[src/rtl/ctt_pkg.sv]
// ----------------------------------------------------------------------------
// ctt_pkg: shared types and codes for the countdown timer table
// Operation codes, result codes and the controller-to-datapath command word.
// ----------------------------------------------------------------------------
package ctt_pkg;

	// operation codes of an input transaction
	localparam logic [1:0] OP_START  = 2'd0;
	localparam logic [1:0] OP_CANCEL = 2'd1;
	localparam logic [1:0] OP_TICK   = 2'd2;

	// result codes
	localparam logic [2:0] EV_STARTED = 3'd0;
	localparam logic [2:0] EV_FULL    = 3'd1;
	localparam logic [2:0] EV_CANCEL  = 3'd2;
	localparam logic [2:0] EV_FIRED   = 3'd3;
	localparam logic [2:0] EV_NONE    = 3'd4;

	// firing limit per tick and the width of its counter
	localparam int unsigned MAX_FIRES = 16;
	localparam int unsigned FIRE_W    = 5;

	// command word from the controller to the datapath
	typedef struct packed {
		logic load;       // latch operands, clear firing bookkeeping
		logic cancel;     // apply a cancel transaction now
		logic scan;       // start sweep: test slot at idx
		logic last_slot;  // idx is the highest slot
		logic rd;         // tick sweep: read count at idx
		logic proc;       // tick sweep: update slot at proc_idx
		logic flush;      // tick sweep done: emit the final result
	} cmd_t;

	// low four bits of a slot id for the result port
	function automatic logic [3:0] slot_low4(input logic [31:0] s);
		return s[3:0];
	endfunction

endpackage

[src/rtl/countdown_timer_table.sv]
// ----------------------------------------------------------------------------
// countdown_timer_table: table of countdown timers
// Start claims the lowest free slot, cancel marks a slot, tick counts all
// active slots down and reports the slots that fire.
// ----------------------------------------------------------------------------
//
// channel   handshake                 payload
// -------   -----------------------   ------------------------------------------
// input     start high, busy low      operation duration timer_slot elapsed
//                                     blocked_mask
// result    strobe, one cycle         event_res slot last
//
// Cancel: result in the cycle after acceptance, busy stays low.
// Start: busy while sweeping for a free slot, one per cycle;
//   the result shows in the cycle after the sweep ends.
// Tick: busy through the sweep, the count update stage and the final result;
//   the final result is registered from the END state; each firing is held
//   until the next one is found, so firings come out in slot order.
// Reset clears all slot flags at once; counts have no reset and are first
//   written by start.
// The receiver cannot stall: each result is shown for a single cycle.
//
module countdown_timer_table #(
	parameter int unsigned NUM_TIMERS = 16,
	parameter int unsigned COUNT_BITS = 24
) (
	input  logic        clk,
	input  logic        arst_n,
	input  logic        start,
	output logic        busy,
	input  logic [1:0]  operation,
	input  logic [23:0] duration,
	input  logic [3:0]  timer_slot,
	input  logic [15:0] elapsed,
	input  logic [15:0] blocked_mask,
	output logic        strobe,
	output logic [2:0]  event_res,
	output logic [3:0]  slot,
	output logic        last
);

	localparam int unsigned SLOT_W = $clog2(NUM_TIMERS);

	ctt_pkg::cmd_t     cmd;
	logic [SLOT_W-1:0] idx;
	logic [SLOT_W-1:0] proc_idx;
	logic              slot_free;

	// sequencer
	ctt_ctrl #(
		.NUM_TIMERS (NUM_TIMERS),
		.SLOT_W     (SLOT_W)
	) u_ctrl (
		.clk       (clk),
		.arst_n    (arst_n),
		.start     (start),
		.busy      (busy),
		.operation (operation),
		.slot_free (slot_free),
		.cmd       (cmd),
		.idx       (idx),
		.proc_idx  (proc_idx)
	);

	// datapath
	ctt_dp #(
		.NUM_TIMERS (NUM_TIMERS),
		.COUNT_BITS (COUNT_BITS),
		.SLOT_W     (SLOT_W)
	) u_dp (
		.clk          (clk),
		.arst_n       (arst_n),
		.cmd          (cmd),
		.idx          (idx),
		.proc_idx     (proc_idx),
		.slot_free    (slot_free),
		.duration     (duration),
		.timer_slot   (timer_slot),
		.elapsed      (elapsed),
		.blocked_mask (blocked_mask),
		.strobe       (strobe),
		.event_res    (event_res),
		.slot         (slot),
		.last         (last)
	);

endmodule

[src/rtl/ctt_ctrl.sv]
// ----------------------------------------------------------------------------
// ctt_ctrl: sequencer of the countdown timer table
// Accepts transactions, walks the slot index for start and tick sweeps and
// drives the datapath through a command word.
// ----------------------------------------------------------------------------
module ctt_ctrl #(
	parameter int unsigned NUM_TIMERS = 16,
	parameter int unsigned SLOT_W     = 4
) (
	input  logic              clk,
	input  logic              arst_n,
	input  logic              start,
	output logic              busy,
	input  logic [1:0]        operation,
	input  logic              slot_free,
	output ctt_pkg::cmd_t     cmd,
	output logic [SLOT_W-1:0] idx,
	output logic [SLOT_W-1:0] proc_idx
);

	localparam logic [2:0] ST_IDLE = 3'd0;
	localparam logic [2:0] ST_SCAN = 3'd1;
	localparam logic [2:0] ST_TICK = 3'd2;
	localparam logic [2:0] ST_TAIL = 3'd3;
	localparam logic [2:0] ST_END  = 3'd4;

	localparam logic [SLOT_W-1:0] LAST_IDX = SLOT_W'(NUM_TIMERS - 1);

	logic [2:0]        state_q;
	logic [SLOT_W-1:0] idx_q;
	logic              proc_vld_s1;
	logic [SLOT_W-1:0] proc_idx_s1;
	logic              accept;
	logic              idx_last;

	assign accept   = start && (state_q == ST_IDLE);
	assign idx_last = (idx_q == LAST_IDX);
	assign busy     = (state_q != ST_IDLE);
	assign idx      = idx_q;
	assign proc_idx = proc_idx_s1;

	// command decode
	always_comb begin
		cmd.load      = accept;
		cmd.cancel    = accept && (operation == ctt_pkg::OP_CANCEL);
		cmd.scan      = (state_q == ST_SCAN);
		cmd.last_slot = idx_last;
		cmd.rd        = (state_q == ST_TICK);
		cmd.proc      = proc_vld_s1;
		cmd.flush     = (state_q == ST_END);
	end

	// state and slot index
	always_ff @(posedge clk or negedge arst_n) begin
		if (!arst_n) begin
			state_q <= ST_IDLE;
			idx_q   <= '0;
		end else begin
			unique case (state_q)
				ST_IDLE: begin
					idx_q <= '0;
					if (accept) begin
						if (operation == ctt_pkg::OP_START)
							state_q <= ST_SCAN;
						else if (operation == ctt_pkg::OP_TICK)
							state_q <= ST_TICK;
					end
				end
				ST_SCAN: begin
					if (slot_free || idx_last)
						state_q <= ST_IDLE;
					else
						idx_q <= idx_q + SLOT_W'(1);
				end
				ST_TICK: begin
					if (idx_last)
						state_q <= ST_TAIL;
					else
						idx_q <= idx_q + SLOT_W'(1);
				end
				ST_TAIL: state_q <= ST_END;
				ST_END:  state_q <= ST_IDLE;
				default: state_q <= ST_IDLE;
			endcase
		end
	end

	// read-to-update stage of the tick sweep
	always_ff @(posedge clk or negedge arst_n) begin
		if (!arst_n) begin
			proc_vld_s1 <= 1'b0;
		end else begin
			proc_vld_s1 <= (state_q == ST_TICK);
		end
	end

	always_ff @(posedge clk) begin
		proc_idx_s1 <= idx_q;
	end

endmodule

[src/rtl/ctt_dp.sv]
// ----------------------------------------------------------------------------
// ctt_dp: datapath of the countdown timer table
// Count memory, active and cancel flags, the held firing and the result
// registers.
// ----------------------------------------------------------------------------
module ctt_dp #(
	parameter int unsigned NUM_TIMERS = 16,
	parameter int unsigned COUNT_BITS = 24,
	parameter int unsigned SLOT_W     = 4
) (
	input  logic              clk,
	input  logic              arst_n,
	input  ctt_pkg::cmd_t     cmd,
	input  logic [SLOT_W-1:0] idx,
	input  logic [SLOT_W-1:0] proc_idx,
	output logic              slot_free,
	input  logic [23:0]       duration,
	input  logic [3:0]        timer_slot,
	input  logic [15:0]       elapsed,
	input  logic [15:0]       blocked_mask,
	output logic              strobe,
	output logic [2:0]        event_res,
	output logic [3:0]        slot,
	output logic              last
);

	localparam logic [31:0] CMAX = 32'((64'd1 << COUNT_BITS) - 64'd1);

	logic [COUNT_BITS-1:0]      remaining_ms [NUM_TIMERS];
	logic [NUM_TIMERS-1:0]      active_q;
	logic [NUM_TIMERS-1:0]      pending_q;
	logic [COUNT_BITS-1:0]      dur_q;
	logic [15:0]                el_q;
	logic [15:0]                blk_q;
	logic [COUNT_BITS-1:0]      rdata_s1;
	logic                       hold_vld_q;
	logic [SLOT_W-1:0]          hold_slot_q;
	logic [ctt_pkg::FIRE_W-1:0] fire_cnt_q;
	logic                       strobe_q;
	logic [2:0]                 event_q;
	logic [3:0]                 slot_q;
	logic                       last_q;

	logic [31:0]           dur_ext;
	logic [31:0]           dur_sat;
	logic [31:0]           sel_ext;
	logic                  sel_ok;
	logic [SLOT_W-1:0]     sel_i;
	logic [31:0]           cnt_ext;
	logic [31:0]           el_ext;
	logic [31:0]           diff;
	logic [COUNT_BITS-1:0] r_new;
	logic [31:0]           p_ext;
	logic                  p_act;
	logic                  p_pend;
	logic                  p_blocked;
	logic                  fire;
	logic                  mem_we;
	logic [SLOT_W-1:0]     mem_wa;
	logic [COUNT_BITS-1:0] mem_wd;

	// duration clamp to the count range
	assign dur_ext = 32'(duration);
	assign dur_sat = (dur_ext > CMAX) ? CMAX : dur_ext;

	// cancel target
	assign sel_ext = 32'(timer_slot);
	assign sel_ok  = (sel_ext < 32'(NUM_TIMERS));
	assign sel_i   = sel_ext[SLOT_W-1:0];

	assign slot_free = !active_q[idx];

	// saturating count-down of the slot under update
	assign cnt_ext = 32'(rdata_s1);
	assign el_ext  = 32'(el_q);
	assign diff    = (cnt_ext > el_ext) ? (cnt_ext - el_ext) : 32'd0;
	assign r_new   = diff[COUNT_BITS-1:0];

	// firing decision
	assign p_ext     = 32'(proc_idx);
	assign p_act     = active_q[proc_idx];
	assign p_pend    = pending_q[proc_idx];
	assign p_blocked = (p_ext < 32'd16) && blk_q[p_ext[3:0]];
	assign fire      = cmd.proc && p_act && !p_pend && (r_new == '0) && !p_blocked
		&& (32'(fire_cnt_q) < ctt_pkg::MAX_FIRES);

	// count memory port select
	assign mem_we = (cmd.scan && slot_free) || (cmd.proc && p_act);
	assign mem_wa = cmd.scan ? idx : proc_idx;
	assign mem_wd = cmd.scan ? dur_q : r_new;

	// count memory
	always_ff @(posedge clk) begin
		if (mem_we)
			remaining_ms[mem_wa] <= mem_wd;
		if (cmd.rd)
			rdata_s1 <= remaining_ms[idx];
	end

	// operand latch
	always_ff @(posedge clk) begin
		if (cmd.load) begin
			dur_q <= dur_sat[COUNT_BITS-1:0];
			el_q  <= elapsed;
			blk_q <= blocked_mask;
		end
		if (fire)
			hold_slot_q <= proc_idx;
	end

	// slot flags
	always_ff @(posedge clk or negedge arst_n) begin
		if (!arst_n) begin
			active_q  <= '0;
			pending_q <= '0;
		end else begin
			if (cmd.cancel && sel_ok && active_q[sel_i])
				pending_q[sel_i] <= 1'b1;
			if (cmd.scan && slot_free) begin
				active_q[idx]  <= 1'b1;
				pending_q[idx] <= 1'b0;
			end
			if (cmd.proc && p_act) begin
				if (p_pend) begin
					active_q[proc_idx]  <= 1'b0;
					pending_q[proc_idx] <= 1'b0;
				end else if (fire) begin
					active_q[proc_idx] <= 1'b0;
				end
			end
		end
	end

	// held firing and firing count of the current tick
	always_ff @(posedge clk or negedge arst_n) begin
		if (!arst_n) begin
			hold_vld_q <= 1'b0;
			fire_cnt_q <= '0;
		end else if (cmd.load) begin
			hold_vld_q <= 1'b0;
			fire_cnt_q <= '0;
		end else if (fire) begin
			hold_vld_q <= 1'b1;
			fire_cnt_q <= fire_cnt_q + ctt_pkg::FIRE_W'(1);
		end
	end

	// result strobe
	always_ff @(posedge clk or negedge arst_n) begin
		if (!arst_n) begin
			strobe_q <= 1'b0;
		end else begin
			strobe_q <= cmd.cancel || (cmd.scan && (slot_free || cmd.last_slot))
				|| (fire && hold_vld_q) || cmd.flush;
		end
	end

	// result payload
	always_ff @(posedge clk) begin
		if (cmd.cancel) begin
			event_q <= ctt_pkg::EV_CANCEL;
			slot_q  <= timer_slot;
			last_q  <= 1'b1;
		end else if (cmd.scan) begin
			event_q <= slot_free ? ctt_pkg::EV_STARTED : ctt_pkg::EV_FULL;
			slot_q  <= slot_free ? ctt_pkg::slot_low4(32'(idx)) : 4'd0;
			last_q  <= 1'b1;
		end else if (cmd.flush) begin
			event_q <= hold_vld_q ? ctt_pkg::EV_FIRED : ctt_pkg::EV_NONE;
			slot_q  <= hold_vld_q ? ctt_pkg::slot_low4(32'(hold_slot_q)) : 4'd0;
			last_q  <= 1'b1;
		end else if (fire) begin
			event_q <= ctt_pkg::EV_FIRED;
			slot_q  <= ctt_pkg::slot_low4(32'(hold_slot_q));
			last_q  <= 1'b0;
		end
	end

	assign strobe    = strobe_q;
	assign event_res = event_q;
	assign slot      = slot_q;
	assign last      = last_q;

endmodule

[config.mk]
export PLATFORM = sky130hd
export DESIGN_NAME = countdown_timer_table
export DESIGN_NICKNAME = d
export VERILOG_FILES = /design/src/rtl/ctt_pkg.sv /design/src/rtl/countdown_timer_table.sv /design/src/rtl/ctt_ctrl.sv /design/src/rtl/ctt_dp.sv
export SDC_FILE = /design/constraint.sdc
export NUM_CORES = 1
export LEC_CHECK = 0
export BUFFER_PORTS_ARGS = -buffer_cell sky130_fd_sc_hd__buf_4
export CAP_MARGIN = 20
export CORE_AREA = 3 3 217 219
export DETAILED_ROUTE_END_ITERATION = 6
export DIE_AREA = 0 0 220 222
export PLACE_DENSITY_LB_ADDON = 0.1
export RECOVER_POWER = 50
export SLEW_MARGIN = 20
export SYNTH_ARGS = -nofsm -noshare
export SYNTH_HDL_FRONTEND = slang
export SYNTH_SLANG_ARGS = --single-unit
[constraint.sdc]
create_clock -name clk -period 4.35 [get_ports clk]
set_input_delay 0.87 -clock clk [delete_from_list [all_inputs] [get_ports clk]]
set_output_delay 0.87 -clock clk [all_outputs]
set_load 0.02 [all_outputs]
[Word-level counts from Yosys, hierarchy flattened]
Memories as Yosys holds them, arrays and structs flattened. A register that Yosys moved wholly into a read port is not among the register bits.
Cells that the tools add are included.
Storage, ports and cells
  flip-flop bits (word level): 119
  bits in writable memories: 384
  output and inout bits: 10
  word-level logic and storage cells: 139
  memories: 1
Memories
  u_dp.remaining_ms: depth 16, bits a word 24, rd ports 1, clocked after memory_dff 1, write ports 1, line ctt_dp.sv:29  | logic [COUNT_BITS-1:0] remaining_ms [NUM_TIMERS];
Operators by class
  add/subtract/negate cells: 3
  magnitude comparators: 11
  equal/unequal tests: 13
  muxes and demuxes: 53
  bitwise gates (word level): 7
  reductions and logical operators: 35
Operators with widths (number)
  $mux W16: 8
  $and A16 B16 Y16: 3
  $mux W24: 2
  $mux W4: 9
  $not A16 Y16: 2
  $or A16 B16 Y16: 2
  $mux W3: 9
  $lt A4 B5 Y1 const B: 5
  $gt A24 B16 Y1: 1
  $gt A24 B24 Y1 const B: 1
  $logic_not A24 Y1: 1
  $sub A24 B16 Y24: 1
  $bmux W1 S4: 5
  $logic_and A1 B1 Y1: 16
  $mux W1: 13
  $demux W1 S4: 3
  $ge A4 B1 Y1 const B: 3
  $pmux W3 S4: 1
  $pmux W4 S3: 1
  $mux W5: 2
  $reduce_bool A3 Y1: 3
  $eq A3 B2 Y1 const B: 2
  $ne A2 B2 Y1 const B: 3
  $add A5 B1 Y5 const B: 1
  18 further kinds: 25

[Longest topological paths before layout]
Gate-level depths: netlist (run 1).
  depth in word-level cells: 11
  depth in mapped cells: 14

[Cells and area by module]
Synthesis (run 1) repeated with hierarchy kept, for this count alone.
Unflattened totals
  cells, all modules: 1342
  area, all modules: 22394.0 µm²
Modules (own cells, without submodules)
  ctt_dp: times used 1, cells each 1277, area each 21739.6 µm²
  ctt_ctrl: times used 1, cells each 65, area each 654.4 µm²

[Worst setup path before layout (run 1)]
OpenSTA, ideal clock, no wires.
  path type: register to register
  from: register u_ctrl.idx_q[0], in the netlist u_ctrl.idx[0]
  to: memory u_dp.remaining_ms[15][0], enable pin
  setup time: 407 ps
  arrival: 3330 ps
  slack: 613 ps
  stages on the path, launching flop included: 9
  buffers on the path: 1
  path through: dfrtp_1 > clkbuf_1 > mux4_2 > mux4_2 > nand2_1 > nand2_1 > o22ai_1 > nor2b_1 > nor2b_1
Between the ends
  longest elaborated chain between the ends: 7
  elaborated cells between the ends (all ways): 8
RTL lines
  start: declaration: line ctt_ctrl.sv:30  | logic [SLOT_W-1:0] idx_q;
  start signal: assignment: line ctt_ctrl.sv:73  | idx_q <= idx_q + SLOT_W'(1);
  start signal: assignment: line ctt_ctrl.sv:79  | idx_q <= idx_q + SLOT_W'(1);
  $bmux W1 S4: line ctt_dp.sv:71  | assign slot_free = !active_q[idx];
  $mux W1 (not written as such): line ctt_dp.sv:71
  $logic_not A1 Y1: line ctt_dp.sv:71
  $logic_and A1 B1 Y1: line ctt_dp.sv:88  | assign mem_we = (cmd.scan && slot_free) || (cmd.proc && p_act);
  $logic_or A1 B1 Y1: line ctt_dp.sv:88
  $mux W1: line ctt_dp.sv:94  | if (mem_we)
  $mux W1 (not written as such): line ctt_dp.sv:95  | remaining_ms[mem_wa] <= mem_wd;
  end: declaration: line ctt_dp.sv:29
Several ways; a longest one is shown, not always the timed one. The select of a mux whose other input is x is not followed.

[Final worst setup path (run 1)]
  from: register u_dp.rdata_s1[0] (read register of u_dp.remaining_ms)
  to: register u_dp.slot_q[0], in the netlist u_dp.slot[0], enable pin
Between the ends
  longest elaborated chain between the ends: 7
  elaborated cells between the ends (all ways): 8
RTL lines
  start: declaration: line ctt_dp.sv:35  | logic [COUNT_BITS-1:0] rdata_s1;
  $sub A24 B16 Y24 or $gt A24 B16 Y1 (tied branches): line ctt_dp.sv:76  | assign diff = (cnt_ext > el_ext) ? (cnt_ext - el_ext) : 32'd0;
  $mux W24 (*): line ctt_dp.sv:76
  $logic_not A24 Y1 (*): line ctt_dp.sv:84  | assign fire = cmd.proc && p_act && !p_pend && (r_new == '0) && !p_blocked
  $logic_and A1 B1 Y1 (*) (2 in series): line ctt_dp.sv:84
  $logic_and A1 B1 Y1 (*): line ctt_dp.sv:85  | && (32'(fire_cnt_q) < ctt_pkg::MAX_FIRES);
  $reduce_bool A4 Y1 (no line) (*)
  end signal: assignment: line ctt_dp.sv:162  | slot_q <= timer_slot;
  end signal: assignment: line ctt_dp.sv:166  | slot_q <= slot_free ? ctt_pkg::slot_low4(32'(idx)) : 4'd0;
  end signal: assignment: line ctt_dp.sv:170  | slot_q <= hold_vld_q ? ctt_pkg::slot_low4(32'(hold_slot_q)) : 4'd0;
  end: declaration: line ctt_dp.sv:41  | logic [3:0] slot_q;
Mark *: on every way between the ends. The rest lies on a longest branch, timed or not.
A chain may end at the register's enable or synchronous reset.

==> results of run 1 <==
## flip-flops by register name, summed over array words and instances (netlist names), 5 cells and up
| signal | flops |
|---|---|
| u_dp.active_q | 16 |
| u_dp.blk_q | 16 |
| u_dp.dur_q | 24 |
| u_dp.el_q | 16 |
| u_dp.fire_cnt_q | 5 |
| u_dp.pending_q | 16 |
| u_dp.rdata_s1 | 24 |
| u_dp.remaining_ms | 384 |
## critical path, cell delays in order, from the launching register on
cell,delay (ns)
edfxtp_1,0.37
inv_1,0.07
ha_1,0.20
inv_1,0.08
fa_1,0.51
a211oi_2,0.28
o211ai_1,0.23
nand3_1,0.18
a21boi_0,0.20
or4_1,0.75
or2_1,0.42
and2_4,0.22
nand2_1,0.14
## cell type report
type,instances,area (um2)
Tap cell,600,751
Clock inverter,31,287
Sequential cell,527,15500
Inverter,32,120
Clock buffer,71,1460
Antenna cell,1,2.50
Multi-Input combinational cell,655,6600
Timing Repair Buffer,120,823
Fill cell,3577,19700
## placed cells by master, fill, tap and decap left out, types with 4 or more instances in the layout
cell	netlist	routed
o21ai_0	18	17
clkbuf_4	0	54
o21a_1	7	7
dfrtp_1	47	46
xnor2_1	14	14
a221oi_1	13	13
nand2b_1	10	10
edfxtp_1	472	472
clkbuf_1	65	32
o21bai_1	4	4
clkbuf_16	0	55
a22oi_1	4	4
clkinv_1	0	12
and4_1	4	4
inv_1	31	32
and2_1	15	14
o211ai_1	9	9
mux4_1	7	7
nand2_1	61	61
ha_1	21	21
or3_1	6	6
nor2_4	0	12
nor2_1	69	57
buf_4	0	38
clkbuf_2	0	9
clkinv_2	0	10
o31ai_1	9	9
nand4_1	5	5
nand3_1	15	15
mux2i_1	10	10
a211oi_1	5	5
a21o_1	20	20
a31oi_1	20	20
o21ai_1	5	6
xor2_1	5	5
mux4_2	135	135
a21oi_1	67	67
nor3_1	22	21
dfxtp_1	8	8
nor2b_1	15	13
## per-stage QoR
step                      instance area (um2)  total power, mW  utilization, %  hold WS (ns)  cells
after floorplan                         22500             12.0               -         0.393   1311
after global placement                  24000             14.2            53.0         0.444   1934
after detailed placement                24000             14.3            53.0         0.459   1934
after CTS                               25800             18.9            56.9         0.270   2036
after global routing                    25600             19.7            56.4         0.424   2036
final                                   25600             18.7            56.4         0.456   2037
## per-layer routing
layer | vias to the layer above | GRT usage, %
met5 | - | 0
met4 | 0 | 6.11
met3 | 89 | 3.58
met2 | 449 | 33.9
met1 | 6476 | 33.5
li1 | 5403 | -
## path summary, 6_finish.rpt
kind | from | to | slack (ns) | depth (start not counted)
setup / recovery | u_dp.rdata_s1[0]$_DFFE_PP_ | u_dp.slot[0]$_DFFE_PP_ | 0.39 | 12
hold / removal | blocked_mask[9] | u_dp.blk_q[9]$_DFFE_PP_ | 0.46 | 1
setup reg to reg | u_dp.rdata_s1[0]$_DFFE_PP_ | u_dp.slot[0]$_DFFE_PP_ | 0.39 | 12
hold reg to reg | u_dp.last$_SDFFE_PP1N_ | u_dp.last$_SDFFE_PP1N_ | 0.48 | 1
max in group asynchronous | arst_n | u_ctrl.idx[1]$_DFFE_PN0P_ | 1.43 | 1
min in group asynchronous | arst_n | u_dp.active_q[13]$_DFF_PN0_ | 1.08 | 1
## where the power goes
| part | switching [mW] | total [mW] | internal [mW] |
|---|---|---|---|
| combinational | 3.97 | 6.10 | 2.13 |
| sequential | 0.350 | 8.08 | 7.73 |
| clock | 1.94 | 4.50 | 2.55 |
## logic make-up (layout without fill, tap and decap cells)
family                   count (synthesis)  after routing  share of synthesized area [%]
flip-flops                             527            527                           68.8
AND/OR/NAND/NOR                        251            251                           5.76
AO/OA/AOI/OAI                          211            211                           6.28
multiplexers                           152            152                           14.7
buffers and inverters                  129            254                           2.43
adder cells (fa/ha/maj)                 22             22                           1.25
XOR/XNOR                                19             19                          0.738
other                                    0              1                              0
==> flow_summary.yaml, run 1 <==
placement:
  gp_congestion: 0.905
  dpl.hpwl_um: 31700
  place_ws_ns: 0.519
  port_buffers: 74
timing:
  worst_slew_pin_slew_ns: 2.60
  worst_slack_ns: 0.391
  clock_skew_ns: 0.0248
  tns_ns: 0
  slew_headroom_pct: -73.6
  post-route-period-util_pct: 91.0
  timing.fmax_mhz: 253
  slew_violations: 175
  hold_viol: 0
  setup_viol: 0
  finalCriticalPeriod_ns: 3.96
  rsz0062_at_grt: "false"
die:
  coreArea_um2: 45300
  die-area_um2: 48800
  start_util_pct: 49.8
  rows: 78
  ioPinCount: 75
  die_h_um: 222
  die_w_um: 220
outcome:
  outcome: "finished with violations"
  violations: "max-capacitance violations, max-slew violations"
routing:
  ant_nets: 0
  wl_met1_um: 23700
  drc: 0
  drt-wirelength-per-cell_um: 26.0
  vias_per_cell: 6.10
  wl_met2_um: 24600
  wirelength_um: 53000
  vias: 12417
  highest_layer: "met4"
  first_pass_iters: 6
  drtIter0Drc: 1232
  wl_met3_um: 3480
logic_synthesis:
  synth.area.top_cells: "edfxtp_1 (63%), mux4_2 (13%), dfrtp_1 (5.2%)"
  synthesis.area_um2: 22500
  yosys.area.top_type_share_pct: 62.9
  synth_cells: 1311
  synth_common_cells: "edfxtp_1 (472), mux4_2 (135), nor2_1 (69)"
  ys.flop_type: "edfxtp_1"
  yosysMostFrequentCell: "edfxtp_1"
  yosys_warnings: 0
  avgSynthCellArea_um2: 17.2
  synth_edf_count: 472
  syn-num-nets: 1398
  ys_ff_latch: 527
  synth.distinct_cells: 81
  yosysSeqAreaShare_pct: 68.8
  async_flop_share_pct: 8.92
  yosys.area.top_type: "edfxtp_1"
finish:
  layout-drive-gt1-share_pct: 24.3
  area.growth.synth_to_final_pct: 13.4
  nets: 1478
worst_setup_path:
  criticalPathCategory: "reg -> reg"
  crit_arrival_ns: 4.26
  end_kind: "flip-flop"
  start_kind: "flip-flop"
  required_ns: 4.65
  cp_max_fo: 12
power_and_ir_drop:
  ir_worst_vdd_v: 0.000536
  leakage_nw: 8.55
  power-per-cell-area_nw_per_um2: 730
clock_network:
  clkSinkCount: 527
  cts_tree: "done"
  h-tree-depth: 2
  cts_resized: 0
  clockBufferDepth: 3
  clkLatencyLatePin_ns: 0.62
  clk_pin_slew_worst_paths_ns: 0.06
  cts_setup_buffers: 0
  postCtsHoldBufs: 0
  cts_root_buffer: "clkbuf_16"
  numCtsBuffers: 55
run:
  cap_violations: 3
worst_hold_path:
  hold_class: "in -> reg"
grt:
  grt-ovfl-total: 0
  first_global_vias: 12631
  grt_pass1_wl_um: 80000
  antenna_found_initial: 2
  grt_max_degree: 99
  grt_use_total_pct: 22.2
Note: power is estimated with default switching activity, not from simulation.
==> run 2, diff against run 1 <==
--- a/config.mk
+++ b/config.mk
@@ -10,2 +10,3 @@
 export CORE_AREA = 3 3 217 219
+export CTS_CLUSTER_SIZE = 25
 export DETAILED_ROUTE_END_ITERATION = 6
==> constraint.sdc (replaced) <==
create_clock -name clk -period 4.35 [get_ports clk]
set_input_delay 0.435 -clock clk [delete_from_list [all_inputs] [get_ports clk]]
set_output_delay 0.435 -clock clk [all_outputs]
set_load 0.02 [all_outputs]
==> flow_summary.yaml, run 2 (synthesis gave the netlist of run 1 again) <==
worst_setup_path:
  start_kind: "flip-flop"
  r2r_slack_ns: 0.39
  r2r-start: "u_ctrl.idx[0]$_DFFE_PN0P_"
  required_ns: 4.58
  max_stage_delay_ns: 0.85
  criticalPathCategory: "reg -> reg"
  path_cells: "mux4_2, mux4_2, nand2_1, nand2_1, o22ai_1, nor2b_1, nor2b_4, clkbuf_2"
  crit_path_top_delay_cell: "clkbuf_2"
  cp_max_fo: 24
  r2r_cells: 8
  end_kind: "flip-flop"
  r2r_end: "u_dp.remaining_ms[11][22]$_DFFE_PP_"
  crit_buf_inv: 1
  crit_family: "multiplexers"
  crit_arrival_ns: 4.19
run:
  cap_violations: 3
routing:
  vias_per_cell: 6.05
  wl_met1_um: 24300
  drtIter0Drc: 1251
  ant_nets: 0
  highest_layer: "met4"
  first_pass_iters: 5
  vias: 12671
  wl_met3_um: 3140
  wirelength_um: 53700
  drt-wirelength-per-cell_um: 25.7
  wl_met2_um: 25000
  drc: 0
worst_hold_path:
  hold_path_depth: 4
  hold_class: "in -> reg"
  hold_end: "u_ctrl.state_q[1]$_DFFE_PN0P_"
  holdCritStartpoint: "operation[0]"
outcome:
  violations: "max-capacitance violations, max-slew violations"
  outcome: "finished with violations"
clock_network:
  h-tree-depth: 2
  clkLatencyLatePin_ns: 0.63
  numCtsBuffers: 55
  clockBufferDepth: 3
  cts_root_buffer: "clkbuf_16"
  clk_pin_slew_worst_paths_ns: 0.06
  cts_tree: "done"
  clkSinkCount: 527
  cts_resized: 0
placement:
  gp_congestion: 0.905
  dpl.hpwl_um: 31700
  port_buffers: 74
  place_ws_ns: 0.519
timing:
  finalCriticalPeriod_ns: 3.96
  worst_slack_ns: 0.393
  tns_ns: 0
  slew_violations: 175
  worst_slew_pin_slew_ns: 2.60
  timing.fmax_mhz: 253
  hold_viol: 0
  setup_viol: 0
  post-route-period-util_pct: 91.0
  clock_skew_ns: 0.0298
  rsz0062_at_grt: "false"
  slew_headroom_pct: -73.2
power_and_ir_drop:
  p_total_mw: 18.7
  power-per-cell-area_nw_per_um2: 717
  ir_worst_vdd_v: 0.000537
  leakage_nw: 8.78
finish:
  nets: 1535
  layout-drive-gt1-share_pct: 23.3
  final_common_cell: "edfxtp_1"
  reg_top3: "u_dp.remaining_ms (384), u_dp.dur_q (24), u_dp.rdata_s1 (24)"
  layout_common_cells: "edfxtp_1 (472), mux4_2 (135), a21oi_1 (67)"
  fin_util_pct: 57.7
  regMostFlops: "u_dp.remaining_ms"
  diodes: 0
  area.growth.synth_to_final_pct: 15.9
  regArea_um2: 15500
  fill_cells: 3508
  largest_reg_flops: 384
  multi_input_area_um2: 6600
grt:
  grt_pass1_wl_um: 81100
  first_global_vias: 12894
  grt_use_total_pct: 22.5
  antenna_found_initial: 2
  grt_max_degree: 99
  grt-ovfl-total: 0
die:
  die_h_um: 222
  die_w_um: 220
  start_util_pct: 49.8
  die-area_um2: 48800
  ioPinCount: 75
  rows: 78
  coreArea_um2: 45300
==> run 2: layout make-up <==
cell class | count | area share, %
clock buffers | 71 | 5.58
repair buffers | 177 | 5.32
well taps | 600 | 2.87
flip-flops and latches | 527 | 59.4
multi-input cells | 655 | 25.3
clock inverters | 31 | 1.10
inverters | 32 | 0.460
==> run 2: through the flow <==
| stage | area [um2] | std cells | hold WS (ns) |
|---|---|---|---|
| 2_1_floorplan | 22500 | 1311 | 0.139 |
| 4_1_cts | 26300 | 2093 | 0.167 |
| 3_5_place_dp | 24000 | 1934 | 0.459 |
| 3_3_place_gp | 24000 | 1934 | 0.444 |
| 6_report | 26100 | 2093 | 0.211 |
| 5_1_grt | 26100 | 2093 | 0.213 |
==> run 2: how the worst max path moves through the flow <==
stage / start / endpoint / slack [ns] / depth (start not counted)
after CTS: u_dp.rdata_s1[0]$_DFFE_PP_ / u_dp.slot[0]$_DFFE_PP_ / 0.49 / 12
after global placement: u_dp.rdata_s1[0]$_DFFE_PP_ / u_dp.slot[1]$_DFFE_PP_ / 0.58 / 12
after detailed placement: u_dp.rdata_s1[0]$_DFFE_PP_ / u_dp.slot[1]$_DFFE_PP_ / 0.52 / 12
after floorplan: u_ctrl.idx[0]$_DFFE_PN0P_ / u_dp.remaining_ms[15][0]$_DFFE_PP_ / 0.61 / 8
final: u_ctrl.idx[0]$_DFFE_PN0P_ / u_dp.remaining_ms[11][22]$_DFFE_PP_ / 0.39 / 8
after global routing: u_ctrl.idx[0]$_DFFE_PN0P_ / u_dp.remaining_ms[10][14]$_DFFE_PP_ / 0.15 / 8
==> run 2: worst reg2reg max path, stage by stage, from the launching register on <==
cell	delay, ns
dfrtp_1	0.63
mux4_2	0.57
mux4_2	0.57
nand2_1	0.09
nand2_1	0.06
o22ai_1	0.21
nor2b_1	0.37
nor2b_4	0.21
clkbuf_2	0.85
==> run 2: what timing repair did <==
action,in CTS,in global routing
hold endpoints to repair,103,0
setup buffers,0,0
hold buffers,57,0
==> run 2: layer usage <==
layer  GRT usage (%)  vias up
met3            3.51       93
met5               0        -
met2            34.7      446
li1                -     5519
met1            33.7     6613
met4            6.25        0
==> run 2: power by group <==
part / total [mW] / switching [mW] / internal (mW)
logic: 6.15 / 4.00 / 2.15
clock network: 4.50 / 1.95 / 2.55
registers: 8.08 / 0.353 / 7.73
